--- src/rtl/core/nrd_pkg.sv ---
// nrd_pkg: shared constants for the non-restoring divider
// no dependencies; used by every module of the divider by scoped name
`default_nettype none

package nrd_pkg;

    // fixed width of the operand and result ports
    localparam int unsigned FIELD_W   = 16;

    // default operand width of the division
    localparam int unsigned DEF_WIDTH = 16;

endpackage

`default_nettype wire

--- src/rtl/core/nrd_cell.sv ---
// nrd_cell: one non-restoring division step with its own item register
// uses nrd_pkg for the default width; chained WIDTH times by the top level
`default_nettype none

module nrd_cell #(
    parameter int unsigned WIDTH = nrd_pkg::DEF_WIDTH
) (
    input  wire logic                 i_clk,
    input  wire logic                 i_rst_n,
    // from the previous cell
    input  wire logic                 i_valid,
    output logic                      o_ready,
    input  wire logic [WIDTH+1:0]     i_acc,
    input  wire logic [WIDTH-1:0]     i_q,
    input  wire logic [WIDTH-1:0]     i_m,
    // to the next cell
    output logic                      o_valid,
    input  wire logic                 i_ready,
    output logic [WIDTH+1:0]          o_acc,
    output logic [WIDTH-1:0]          o_q,
    output logic [WIDTH-1:0]          o_m
);

    localparam int unsigned ACC_W = WIDTH + 2;

    logic             r_valid;
    logic [ACC_W-1:0] r_acc;
    logic [WIDTH-1:0] r_q;
    logic [WIDTH-1:0] r_m;

    logic [ACC_W-1:0] n_acc;
    logic [WIDTH-1:0] n_q;
    logic [ACC_W-1:0] w_shift;
    logic [ACC_W-1:0] w_mext;

    // the cell moves on when empty or when its item leaves this cycle
    assign o_ready = !r_valid || i_ready;

    always_comb begin
        w_shift = {i_acc[ACC_W-2:0], i_q[WIDTH-1]};
        w_mext  = {2'b00, i_m};
        // sign of the old partial remainder picks subtract or add
        if (!i_acc[ACC_W-1]) begin
            n_acc = w_shift - w_mext;
        end else begin
            n_acc = w_shift + w_mext;
        end
        n_q = {i_q[WIDTH-2:0], !n_acc[ACC_W-1]};
    end

    always_ff @(posedge i_clk) begin
        if (!i_rst_n) begin
            r_valid <= 1'b0;
        end else if (o_ready) begin
            r_valid <= i_valid;
        end
    end

    always_ff @(posedge i_clk) begin
        if (o_ready && i_valid) begin
            r_acc <= n_acc;
            r_q   <= n_q;
            r_m   <= i_m;
        end
    end

    assign o_valid = r_valid;
    assign o_acc   = r_acc;
    assign o_q     = r_q;
    assign o_m     = r_m;

endmodule

`default_nettype wire

--- src/rtl/core/nrd_out.sv ---
// nrd_out: final remainder correction and the result register
// uses nrd_pkg for the port field width
`default_nettype none

module nrd_out #(
    parameter int unsigned WIDTH = nrd_pkg::DEF_WIDTH
) (
    input  wire logic                          i_clk,
    input  wire logic                          i_rst_n,
    input  wire logic                          i_valid,
    output logic                               o_ready,
    input  wire logic [WIDTH+1:0]              i_acc,
    input  wire logic [WIDTH-1:0]              i_q,
    input  wire logic [WIDTH-1:0]              i_m,
    output logic                               o_valid,
    input  wire logic                          i_ready,
    output logic [nrd_pkg::FIELD_W-1:0]        o_quotient,
    output logic [nrd_pkg::FIELD_W-1:0]        o_remainder
);

    localparam int unsigned ACC_W = WIDTH + 2;
    localparam int unsigned FW    = nrd_pkg::FIELD_W;

    logic             r_valid;
    logic [FW-1:0]    r_quotient;
    logic [FW-1:0]    r_remainder;
    logic [ACC_W-1:0] w_rem;
    logic [FW-1:0]    n_quotient;
    logic [FW-1:0]    n_remainder;

    assign o_ready = !r_valid || i_ready;

    // a negative remainder gets the divisor added back once
    always_comb begin
        if (i_acc[ACC_W-1]) begin
            w_rem = i_acc + {2'b00, i_m};
        end else begin
            w_rem = i_acc;
        end
    end

    generate
        if (WIDTH >= FW) begin : g_trunc
            assign n_quotient  = i_q[FW-1:0];
            assign n_remainder = w_rem[FW-1:0];
        end else begin : g_ext
            assign n_quotient  = {{(FW-WIDTH){1'b0}}, i_q};
            assign n_remainder = {{(FW-WIDTH){1'b0}}, w_rem[WIDTH-1:0]};
        end
    endgenerate

    always_ff @(posedge i_clk) begin
        if (!i_rst_n) begin
            r_valid <= 1'b0;
        end else if (o_ready) begin
            r_valid <= i_valid;
        end
    end

    always_ff @(posedge i_clk) begin
        if (o_ready && i_valid) begin
            r_quotient  <= n_quotient;
            r_remainder <= n_remainder;
        end
    end

    assign o_valid     = r_valid;
    assign o_quotient  = r_quotient;
    assign o_remainder = r_remainder;

endmodule

`default_nettype wire

--- src/rtl/core/non_restoring_divider_top.sv ---
// non_restoring_divider_top: unsigned divider built as a chain of WIDTH step cells
// depends on nrd_pkg, nrd_cell and nrd_out
//
//   port group   direction   handshake            payload
//   operands     in          i_valid / o_ready    i_dividend, i_divisor
//   results      out         o_valid / i_ready    o_quotient, o_remainder
//
// one item enters per cycle while no stall holds the chain; each item passes WIDTH cells
// and then the result register before its result shows at the output
// every cell holds its item until the next one is free, so bubbles close up
// and items are taken while a result waits at the output
// reset (synchronous, active low) clears only the valid bits of the chain
`default_nettype none

module non_restoring_divider_top #(
    parameter int unsigned WIDTH = nrd_pkg::DEF_WIDTH
) (
    input  wire logic                          i_clk,
    input  wire logic                          i_rst_n,
    input  wire logic                          i_valid,
    output logic                               o_ready,
    input  wire logic [nrd_pkg::FIELD_W-1:0]   i_dividend,
    input  wire logic [nrd_pkg::FIELD_W-1:0]   i_divisor,
    output logic                               o_valid,
    input  wire logic                          i_ready,
    output logic [nrd_pkg::FIELD_W-1:0]        o_quotient,
    output logic [nrd_pkg::FIELD_W-1:0]        o_remainder
);

    localparam int unsigned ACC_W = WIDTH + 2;
    localparam int unsigned FW    = nrd_pkg::FIELD_W;

    logic             w_valid [0:WIDTH];
    logic             w_ready [0:WIDTH];
    logic [ACC_W-1:0] w_acc   [0:WIDTH];
    logic [WIDTH-1:0] w_q     [0:WIDTH];
    logic [WIDTH-1:0] w_m     [0:WIDTH];

    // operands take the low WIDTH bits of the ports, zero-extended when WIDTH exceeds the port width
    generate
        if (WIDTH <= FW) begin : g_in_trunc
            assign w_q[0] = i_dividend[WIDTH-1:0];
            assign w_m[0] = i_divisor[WIDTH-1:0];
        end else begin : g_in_ext
            assign w_q[0] = {{(WIDTH-FW){1'b0}}, i_dividend};
            assign w_m[0] = {{(WIDTH-FW){1'b0}}, i_divisor};
        end
    endgenerate

    assign w_valid[0] = i_valid;
    assign w_acc[0]   = '0;
    assign o_ready    = w_ready[0];

    generate
        for (genvar k = 0; k < WIDTH; k++) begin : g_cell
            nrd_cell #(
                .WIDTH (WIDTH)
            ) u_cell (
                .i_clk   (i_clk),
                .i_rst_n (i_rst_n),
                .i_valid (w_valid[k]),
                .o_ready (w_ready[k]),
                .i_acc   (w_acc[k]),
                .i_q     (w_q[k]),
                .i_m     (w_m[k]),
                .o_valid (w_valid[k+1]),
                .i_ready (w_ready[k+1]),
                .o_acc   (w_acc[k+1]),
                .o_q     (w_q[k+1]),
                .o_m     (w_m[k+1])
            );
        end
    endgenerate

    nrd_out #(
        .WIDTH (WIDTH)
    ) u_out (
        .i_clk       (i_clk),
        .i_rst_n     (i_rst_n),
        .i_valid     (w_valid[WIDTH]),
        .o_ready     (w_ready[WIDTH]),
        .i_acc       (w_acc[WIDTH]),
        .i_q         (w_q[WIDTH]),
        .i_m         (w_m[WIDTH]),
        .o_valid     (o_valid),
        .i_ready     (i_ready),
        .o_quotient  (o_quotient),
        .o_remainder (o_remainder)
    );

endmodule

`default_nettype wire

--- config.mk ---
export PLATFORM = sky130hd
export DESIGN_NAME = non_restoring_divider_top
export DESIGN_NICKNAME = d
export VERILOG_FILES = /design/src/rtl/core/nrd_pkg.sv /design/src/rtl/core/nrd_cell.sv /design/src/rtl/core/nrd_out.sv /design/src/rtl/core/non_restoring_divider_top.sv
export SDC_FILE = /design/constraint.sdc
export NUM_CORES = 1
export LEC_CHECK = 0
export BUFFER_PORTS_ARGS = -buffer_cell sky130_fd_sc_hd__buf_2
export CORE_ASPECT_RATIO = 1.4
export CORE_MARGIN = 2
export CORE_UTILIZATION = 60
export CTS_BUF_LIST = sky130_fd_sc_hd__clkbuf_8 sky130_fd_sc_hd__clkbuf_16
export DETAILED_ROUTE_END_ITERATION = 8
export HOLD_SLACK_MARGIN = 0.1
export PLACE_DENSITY = 0.77
export SYNTH_ARGS = -nofsm -noshare
export SYNTH_HDL_FRONTEND = slang
export SYNTH_SLANG_ARGS = --single-unit
--- constraint.sdc ---
create_clock -name i_clk -period 8.5 [get_ports i_clk]
set_input_delay 1.275 -clock i_clk [delete_from_list [all_inputs] [get_ports i_clk]]
set_output_delay 1.275 -clock i_clk [all_outputs]
set_load 0.02 [all_outputs]
---- After elaboration in Yosys (flattened, before gate mapping) ----
Cells that the tools add are included.
storage, ports and cells
  register bits ........................... 849
  logic and storage cells ................. 182
operators by class
  $add $sub $neg .......................... 32
  muxes and demuxes ....................... 16
  reduce and logical (&&, ||, !) cells .... 67
operators by type and width
  operator                                        number
  18-bit by 16-bit adder with 18-bit output       15
  18-bit 2-to-1 mux                               15
  18-bit by 16-bit subtractor with 18-bit output  15
  1-bit logical NOT                               33
  1-bit logical AND                               17
  1-bit logical OR                                17
  1-bit by 16-bit subtractor with 17-bit output   1
  16-bit adder                                    1
  16-bit 2-to-1 mux                               1

---- Logic depth before layout (Yosys ltp) ----
Gate-level depths: netlist (run 1).
  depth in word-level cells ............... 19
  depth in mapped cells ................... 17
  gate-level depth less buffers ........... 16

---- By module ----
A second synthesis (run 1) with hierarchy kept.
unflattened totals
  cell total of the unflattened synthesis .. 3705
  area, all modules ....................... 45970.3 um^2
modules (own cells, without submodules)
  module                             times used  cells each  area an instance (um^2)
  nrd_cell at g_cell[11].u_cell ...  10          223         2745.1
  nrd_cell at g_cell[0].u_cell ...   3           212         2703.8
  nrd_cell at g_cell[10].u_cell      1           237         2874.0
  nrd_cell at g_cell[9].u_cell       1           215         2770.2
  nrd_cell at g_cell[8].u_cell       1           216         2768.9
  nrd_out                            1           170         1990.7
  non_restoring_divider_top          1           1           3.8

---- Worst setup path before layout (run 1) ----
OpenSTA, ideal clock, no wires.
  path kind ............................... input -> register
  start point ............................. in i_ready
  end point ............................... reg g_cell[9].u_cell.r_acc[0], enable pin
  library setup time ...................... 0.534 ns
  data arrival time ....................... 5.620 ns
  path slack .............................. 2.345 ns
  stages on the path ...................... 4
  cells stage by stage .................... and4b_1 > and3_1 > and3_1 > a21boi_0
on the way
  cells in the longest elaborated chain, start to end .. 9
RTL lines
  item                            RTL line                         text
  start, declared                 non_restoring_divider_top.sv:25  input wire logic i_ready,
  1-bit logical OR                nrd_out.sv:31                    assign o_ready = !r_valid || i_ready;
  1-bit logical OR (7 in series)  nrd_cell.sv:37                   assign o_ready = !r_valid || i_ready;
  1-bit logical AND               nrd_cell.sv:60                   if (o_ready && i_valid) begin
  end signal, assigned            nrd_cell.sv:61                   r_acc <= n_acc;
  end, declared                   nrd_cell.sv:27                   logic [ACC_W-1:0] r_acc;
Every way passes these cells.
A chain may end at the register's enable or synchronous reset.

---- Worst setup path after layout (run 1) ----
  start point ............................. in i_ready
  end point ............................... out o_ready
on the way
  cells in the longest elaborated chain, start to end .. 17
RTL lines
  item                             RTL line                         text
  1-bit logical OR                 nrd_out.sv:31
  1-bit logical OR (16 in series)  nrd_cell.sv:37
  end, declared                    non_restoring_divider_top.sv:21  output logic o_ready,
Every way passes these cells.

==> run_results.csv, run 1 <==
group,metric,value,unit
cells_and_area,finalInstanceArea,0.0478,sq mm
cts,htree_levels,3,
floorplan,start_util,60.6,%
synthesis,synth_top_cell_area_share,57.5,%
setup_path,critical_path_buf_inv_count,2,
synthesis,syn-num-nets,3778,
cts,cts_setup_buffers,0,
worst_hold_path,hold_start,"g_cell[5].u_cell.o_q[9]",
synthesis,ys_ff_latch,847,
synthesis,ys_async_sr_fraction,0,%
cells_and_area,fillers,5197,
setup_path,cp-start-kind,"input pin",
power,p_leak,0.0175,uW
synthesis,yosysSeqAreaShare,58.3,%
floorplan,die-area,0.0745,sq mm
setup_path,crit_fanout,6,
cts,insertion_delay,0.67,ns
floorplan,pin_count,70,
placement,dp_hpwl,63900,um
synthesis,yosys_warnings,0,
floorplan,row_count,116,
setup_path,worst_ep_arrival_time,3.56,ns
cells_and_area,syn_to_final_growth,10.2,%
setup_path,critical-path-top-delay-family,"simple AND/OR/NAND/NOR gates",
grt,grt_util_all_layers,22.9,%
cells_and_area,multi_input_area,0.0176,sq mm
power,ir_drop,0.186,mV
setup_path,path_class,"in2out",
sta,timing.fmax,0.207,GHz
setup_path,reg2reg_to,"g_cell[3].u_cell.o_acc[17]",
cts,root_buffer,"clkbuf_16",
run_status,status,"completed",
setup_path,endpoint_kind,"output port",
grt,grt_max_degree,51,
synthesis,netlist_instances,3439,
grt,first_global_vias,28100,
placement,post_dp_cell_area,0.0450,sq mm
floorplan,fp.dieW,231,um
sta,finalHoldViolCount,0,
cts,cts_tree,"yes",
placement,gp_congestion,0.899,
sta,finalClockSkew,0.0330,ns
sta,worst_slew_pin_slew,0.998,ns
sta,grt_setup_unrepaired,"no",
detailed_routing,route.vias.total,26700,
grt,antenna_found_initial,1,
detailed_routing,wl_per_cell,18.2,um
detailed_routing,drt-total-wl,83400,um
detailed_routing,via_per_inst,5.83,
worst_hold_path,min_path_type,"reg2reg",
synthesis,avgSynthCellArea,12.6,sq um
detailed_routing,drc,0,
cts,cts_max_path_buffers,3,
sta,fin_crit_sh,56.9,%
cells_and_area,fin_nets,3910,
sta,finalSetupViolCount,0,
setup_path,crit_chain,"buf_2 -> and4b_1 -> and3_1 -> and3_1 -> and4_1 -> and2_1 -> nand2_1 -> buf_2",
cts,cts_buffers,82,
setup_path,r2r_start,"g_cell[2].u_cell.o_m[5]",
detailed_routing,ant_nets,0,
cells_and_area,drive_gt1_share,7.40,%
synthesis,synth.area.top_cells,"edfxtp_1 57%, ha_1 8.3%, xor2_1 5.1%",
worst_hold_path,whs_path_depth,0,
detailed_routing,firstDrtPassIters,5,
synthesis,synth_edf_count,830,
synthesis,syn_area,0.0434,sq mm
setup_path,worst-r2r-setup-slack,4.31,ns
grt,grt_pass1_wl,134000,um
synthesis,synth_flop_cell,"edfxtp_1",
sta,slew_headroom,32.5,%
power,power_density,184,mW/mm^2
worst_hold_path,min_to,"g_cell[6].u_cell.o_q[10]",
cells_and_area,regArea,0.0253,sq mm
cts,cts.sinks,847,
cts,path_clk_slew,0.06,ns
setup_path,required,7.22,ns
cts,cts_resized,0,
floorplan,core-area,0.0716,sq mm
detailed_routing,drtIter0Drc,1125,
placement,port_buffers,69,
synthesis,synth_top_cell_by_area,"edfxtp_1",
sta,min_period,4.84,ns
setup_path,r2r_cells,11,
setup_path,slowest_delay,0.41,ns
setup_path,crit_slowest_cell,"and4b_1",
cts,ctsHoldBuffers,0,
sta,tns,0,ns
grt,overflow,0,
floorplan,die_h,322,um
synthesis,yosysUniqueCellTypes,76,
job,maxCapViolCount,0,
sta,slew_viol_final,0,
## report_power, final
| part | switching, uW | internal [uW] |
|---|---|---|
| Sequential | 33.9 | 4610 |
| Clock | 1570 | 2120 |
| Combinational | 257 | 196 |
| Total | 1860 | 6920 |
## worst register-to-register path, stage by stage, from the launching register on
cell      delay [ns]
edfxtp_1        0.48
or4_1           0.62
nor3_1          0.68
nor2_1          0.12
xnor2_1         0.16
ha_1            0.36
nand3_1         0.11
nor4_1          0.67
o21ai_1         0.27
nand3b_1        0.14
a31oi_1         0.14
xor2_1          0.17
## Yosys cell counts (7+ instances only)
library cell	instances
or4_1	12
nor3_1	103
o21bai_1	37
and2_1	25
edfxtp_1	830
o211ai_1	18
or3_1	39
nand2b_1	39
or2_2	7
ha_1	287
o21a_1	58
clkbuf_1	43
nor2b_1	44
a21oi_1	289
fa_1	16
mux2_2	21
mux2i_1	9
nor4_1	43
o31ai_1	11
nand4_1	13
a21o_1	82
nand2_1	106
xor2_1	250
o21ai_1	24
a21boi_1	12
xnor2_1	210
nor2_1	322
nand3b_1	15
nand3_1	48
o21ai_0	75
o41a_1	7
a211oi_1	34
and3_1	28
nor3b_1	7
inv_1	120
a31oi_1	33
dfxtp_1	17
## state kept, by name, indices dropped and copies added, names as in the netlist
name                   count
u_out.o_quotient          16
g_cell.u_cell.o_q        256
u_out.o_valid              1
g_cell.u_cell.o_valid     16
g_cell.u_cell.o_acc      286
u_out.o_remainder         16
g_cell.u_cell.o_m        256
## cell usage in the layout (no fill, tap or decap), drive strengths merged, types with 91 or more instances in the layout
| cell type | n |
|---|---|
| nand2 | 106 |
| a21oi | 290 |
| ha | 287 |
| xor2 | 250 |
| o21ai | 99 |
| xnor2 | 210 |
| nor3 | 105 |
| edfxtp | 830 |
| nor2 | 322 |
| inv | 140 |
| buf | 91 |
## cells by family after synthesis
family / after synthesis / synth area share, %
flip-flops: 847 / 58.3
AND/OR/NAND/NOR: 885 / 10.3
buffers and inverters: 164 / 1.42
AO/OA/AOI/OAI: 750 / 10.9
adder cells (fa/ha/maj): 303 / 9.02
multiplexers: 30 / 0.753
XOR/XNOR: 460 / 9.29
## routing by layer
metal	GRT usage [%]	part of all wire, %
met1	18.2	31
met2	49.1	60
met3	3.17	2.8
met4	14.6	6.3
met5	0	0
## stage by stage
stage	utilization [%]	cells	worst slack, ns	hold slack (ns)	power [uW]
detailed placement	62.9	4431	3.65	0.405	5180
global route	66.8	4581	3.45	0.402	9080
CTS	66.8	4580	3.65	0.399	8860
floorplan	-	3439	2.35	0.400	5070
finish	66.8	4581	3.66	0.402	8780
global placement	62.9	4431	3.68	0.400	5170
## worst max-delay path by stage
stage	startpoint	end	slack, ns	depth (start not counted)
finish	i_ready	o_ready	3.66	8
global route	i_ready	o_ready	3.45	8
detailed placement	i_ready	o_ready	3.65	8
global placement	i_ready	o_ready	3.68	8
floorplan	i_ready	g_cell[9].u_cell.o_acc[0]	2.35	4
CTS	i_ready	o_ready	3.65	8
## area by class of cell
cell class | count | share of cell area (%)
multi-input combinational | 2428 | 36.9
tap | 944 | 2.47
antenna | 1 | 0.00524
inverter | 121 | 0.951
clock inverter | 64 | 1.33
clock buffer | 85 | 4.41
sequential | 847 | 52.9
timing repair buffer | 91 | 1.07
(Power assumes the default switching activity.)
==> inputs of run 2 (changes only) <==
--- a/config.mk
+++ b/config.mk
@@ -8,11 +8,11 @@
 export BUFFER_PORTS_ARGS = -buffer_cell sky130_fd_sc_hd__buf_2
 export CORE_ASPECT_RATIO = 1.4
 export CORE_MARGIN = 2
-export CORE_UTILIZATION = 60
+export CORE_UTILIZATION = 57
 export CTS_BUF_LIST = sky130_fd_sc_hd__clkbuf_8 sky130_fd_sc_hd__clkbuf_16
 export DETAILED_ROUTE_END_ITERATION = 8
 export HOLD_SLACK_MARGIN = 0.1
-export PLACE_DENSITY = 0.77
+export PLACE_DENSITY = 0.76
 export SYNTH_ARGS = -nofsm -noshare
 export SYNTH_HDL_FRONTEND = slang
 export SYNTH_SLANG_ARGS = --single-unit
==> constraint.sdc (replaced) <==
create_clock -name i_clk -period 4.29 [get_ports i_clk]
set_input_delay 0.6435 -clock i_clk [delete_from_list [all_inputs] [get_ports i_clk]]
set_output_delay 0.6435 -clock i_clk [all_outputs]
set_load 0.02 [all_outputs]
==> run_results.csv, run 2 (synthesis gave the netlist of run 1 again) <==
group,metric,value,unit
run_status,status,"completed",
detailed_routing,drtIter0Drc,1104,
worst_hold_path,min_path_type,"in2reg",
sta,fin_crit_sh,93.7,%
cells_and_area,multi_input_area,0.0176,sq mm
sta,finalHoldViolCount,0,
cells_and_area,finalInstanceArea,0.0478,sq mm
sta,worst_slew_pin_slew,0.948,ns
detailed_routing,firstDrtPassIters,7,
cells_and_area,fin_nets,3924,
setup_path,worst_ep_arrival_time,4.42,ns
sta,timing.fmax,0.249,GHz
floorplan,fp.dieW,237,um
grt,antenna_found_initial,0,
floorplan,row_count,119,
grt,overflow,0,
setup_path,crit_chain,"or4_1 -> nor3_1 -> a21oi_1 -> xor2_1 -> ha_1 -> a21o_1 -> a21o_1 -> a21o_1 -> a22oi_1 -> nand3b_1 -> a31oi_1 -> xnor2_1",
detailed_routing,ant_nets,0,
setup_path,path_class,"reg2reg",
floorplan,start_util,57.5,%
power,power_density,360,mW/mm^2
setup_path,crit_top_cell,"a21o_1",
cells_and_area,syn_to_final_growth,10.3,%
grt,grt_util_all_layers,22.2,%
cts,cts_max_path_buffers,3,
cts,htree_levels,3,
power,p_leak,0.0175,uW
setup_path,worst-r2r-setup-slack,0.27,ns
placement,dp_cells,4469,
cells_and_area,drive_gt1_share,7.79,%
cells_and_area,stdcell_count,4615,
cells_and_area,fillers,5668,
sta,finalSetupViolCount,0,
cts,cts_buffers,82,
detailed_routing,drc,0,
cells_and_area,antenna_cells,0,
sta,tns,0,ns
cts,cts_setup_buffers,0,
cells_and_area,final_core_utilization,63.5,%
cts,cts_resized,0,
detailed_routing,top_layer_used,"met4",
cts,cts_tree,"yes",
power,ir_drop,0.405,mV
floorplan,die-area,0.0783,sq mm
grt,grt_pass1_wl,136000,um
cells_and_area,largest_reg_flops,286,
floorplan,pin_count,70,
detailed_routing,met3_length,2290,um
sta,grt_setup_unrepaired,"no",
sta,slew_headroom,36.6,%
detailed_routing,wl_met2,50300,um
placement,post_dp_cell_area,0.0452,sq mm
cts,cts.sinks,847,
cells_and_area,layout_commonest_cell,"edfxtp_1",
setup_path,crit_slowest_cell,"nor3_1",
setup_path,slowest_delay,0.63,ns
detailed_routing,drt-total-wl,85600,um
sta,min_period,4.02,ns
sta,slew_viol_final,0,
cells_and_area,regArea,0.0253,sq mm
cts,ctsHoldBuffers,0,
detailed_routing,wl_per_cell,18.5,um
cts,path_clk_slew,0.07,ns
setup_path,crit_fanout,5,
setup_path,critical_path_buf_inv_count,0,
setup_path,required,4.69,ns
sta,finalClockSkew,0.0401,ns
cts,insertion_delay,0.67,ns
setup_path,endpoint_kind,"flip-flop",
setup_path,critical-path-top-delay-family,"simple AND/OR/NAND/NOR gates",
detailed_routing,via_per_inst,5.80,
grt,grt_max_degree,51,
placement,port_buffers,69,
floorplan,core-area,0.0753,sq mm
cells_and_area,mostFrequentLayoutCells,"830 x edfxtp_1, 322 x nor2_1, 287 x a21oi_1, 287 x ha_1, 250 x xor2_1",
cts,root_buffer,"clkbuf_16",
setup_path,cp-start-kind,"flip-flop",
floorplan,die_h,330,um
grt,first_global_vias,27800,
job,maxCapViolCount,0,
detailed_routing,wl_met1,27500,um
placement,dp_hpwl,65700,um
detailed_routing,route.vias.total,26800,
placement,gp_congestion,0.914,
## run 2: cell types whose count changed in the layout (fill, tap and decap cells not counted)
cell	before	now
buf_4	22	36
clkinv_2	10	15
clkinv_1	17	13
bufinv_16	10	8
clkbuf_8	2	0
clkinv_4	3	2
clkinv_8	1	2
clkinvlp_4	3	4
diode_2	1	0
inv_16	3	2
## run 2: power breakdown
group / switching [uW] / internal (uW)
Sequential: 61.4 / 9130
Combinational: 498 / 388
Clock: 3100 / 4030
Total: 3660 / 13500
## run 2: per-layer routing
metal / track usage, % / up-vias
li1: - / 13200
met1: 18.7 / 12900
met2: 46.8 / 454
met3: 3.17 / 256
met4: 14.1 / 0
met5: 0 / -
## run 2: path summary, 6_finish.rpt
kind | to | cells after the start | startpoint
worst min register to register | g_cell[15].u_cell.o_q[12] | 0 | g_cell[14].u_cell.o_q[11]
worst min-delay path | g_cell[0].u_cell.o_q[4] | 1 | i_dividend[3]
worst max-delay path | g_cell[3].u_cell.o_q[0] | 12 | g_cell[2].u_cell.o_m[5]
worst max register to register | g_cell[3].u_cell.o_q[0] | 12 | g_cell[2].u_cell.o_m[5]
## run 2: final cells by class
| cell class | instances | area share (%) |
|---|---|---|
| clock inverter | 63 | 1.21 |
| tap | 968 | 2.53 |
| inverter | 121 | 0.950 |
| sequential | 847 | 52.8 |
| multi-input combinational | 2428 | 36.8 |
| clock buffer | 83 | 4.34 |
| timing repair buffer | 105 | 1.29 |
## run 2: through the flow
| step | hold slack [ns] | worst slack [ns] | power, uW |
|---|---|---|---|
| floorplan | 0.400 | 0.0501 | 10000 |
| global placement | 0.401 | 0.404 | 10200 |
| detailed placement | 0.405 | 0.329 | 10300 |
| CTS | 0.120 | 0.324 | 17400 |
| global route | 0.117 | 0.0562 | 17800 |
| finish | 0.146 | 0.272 | 17200 |
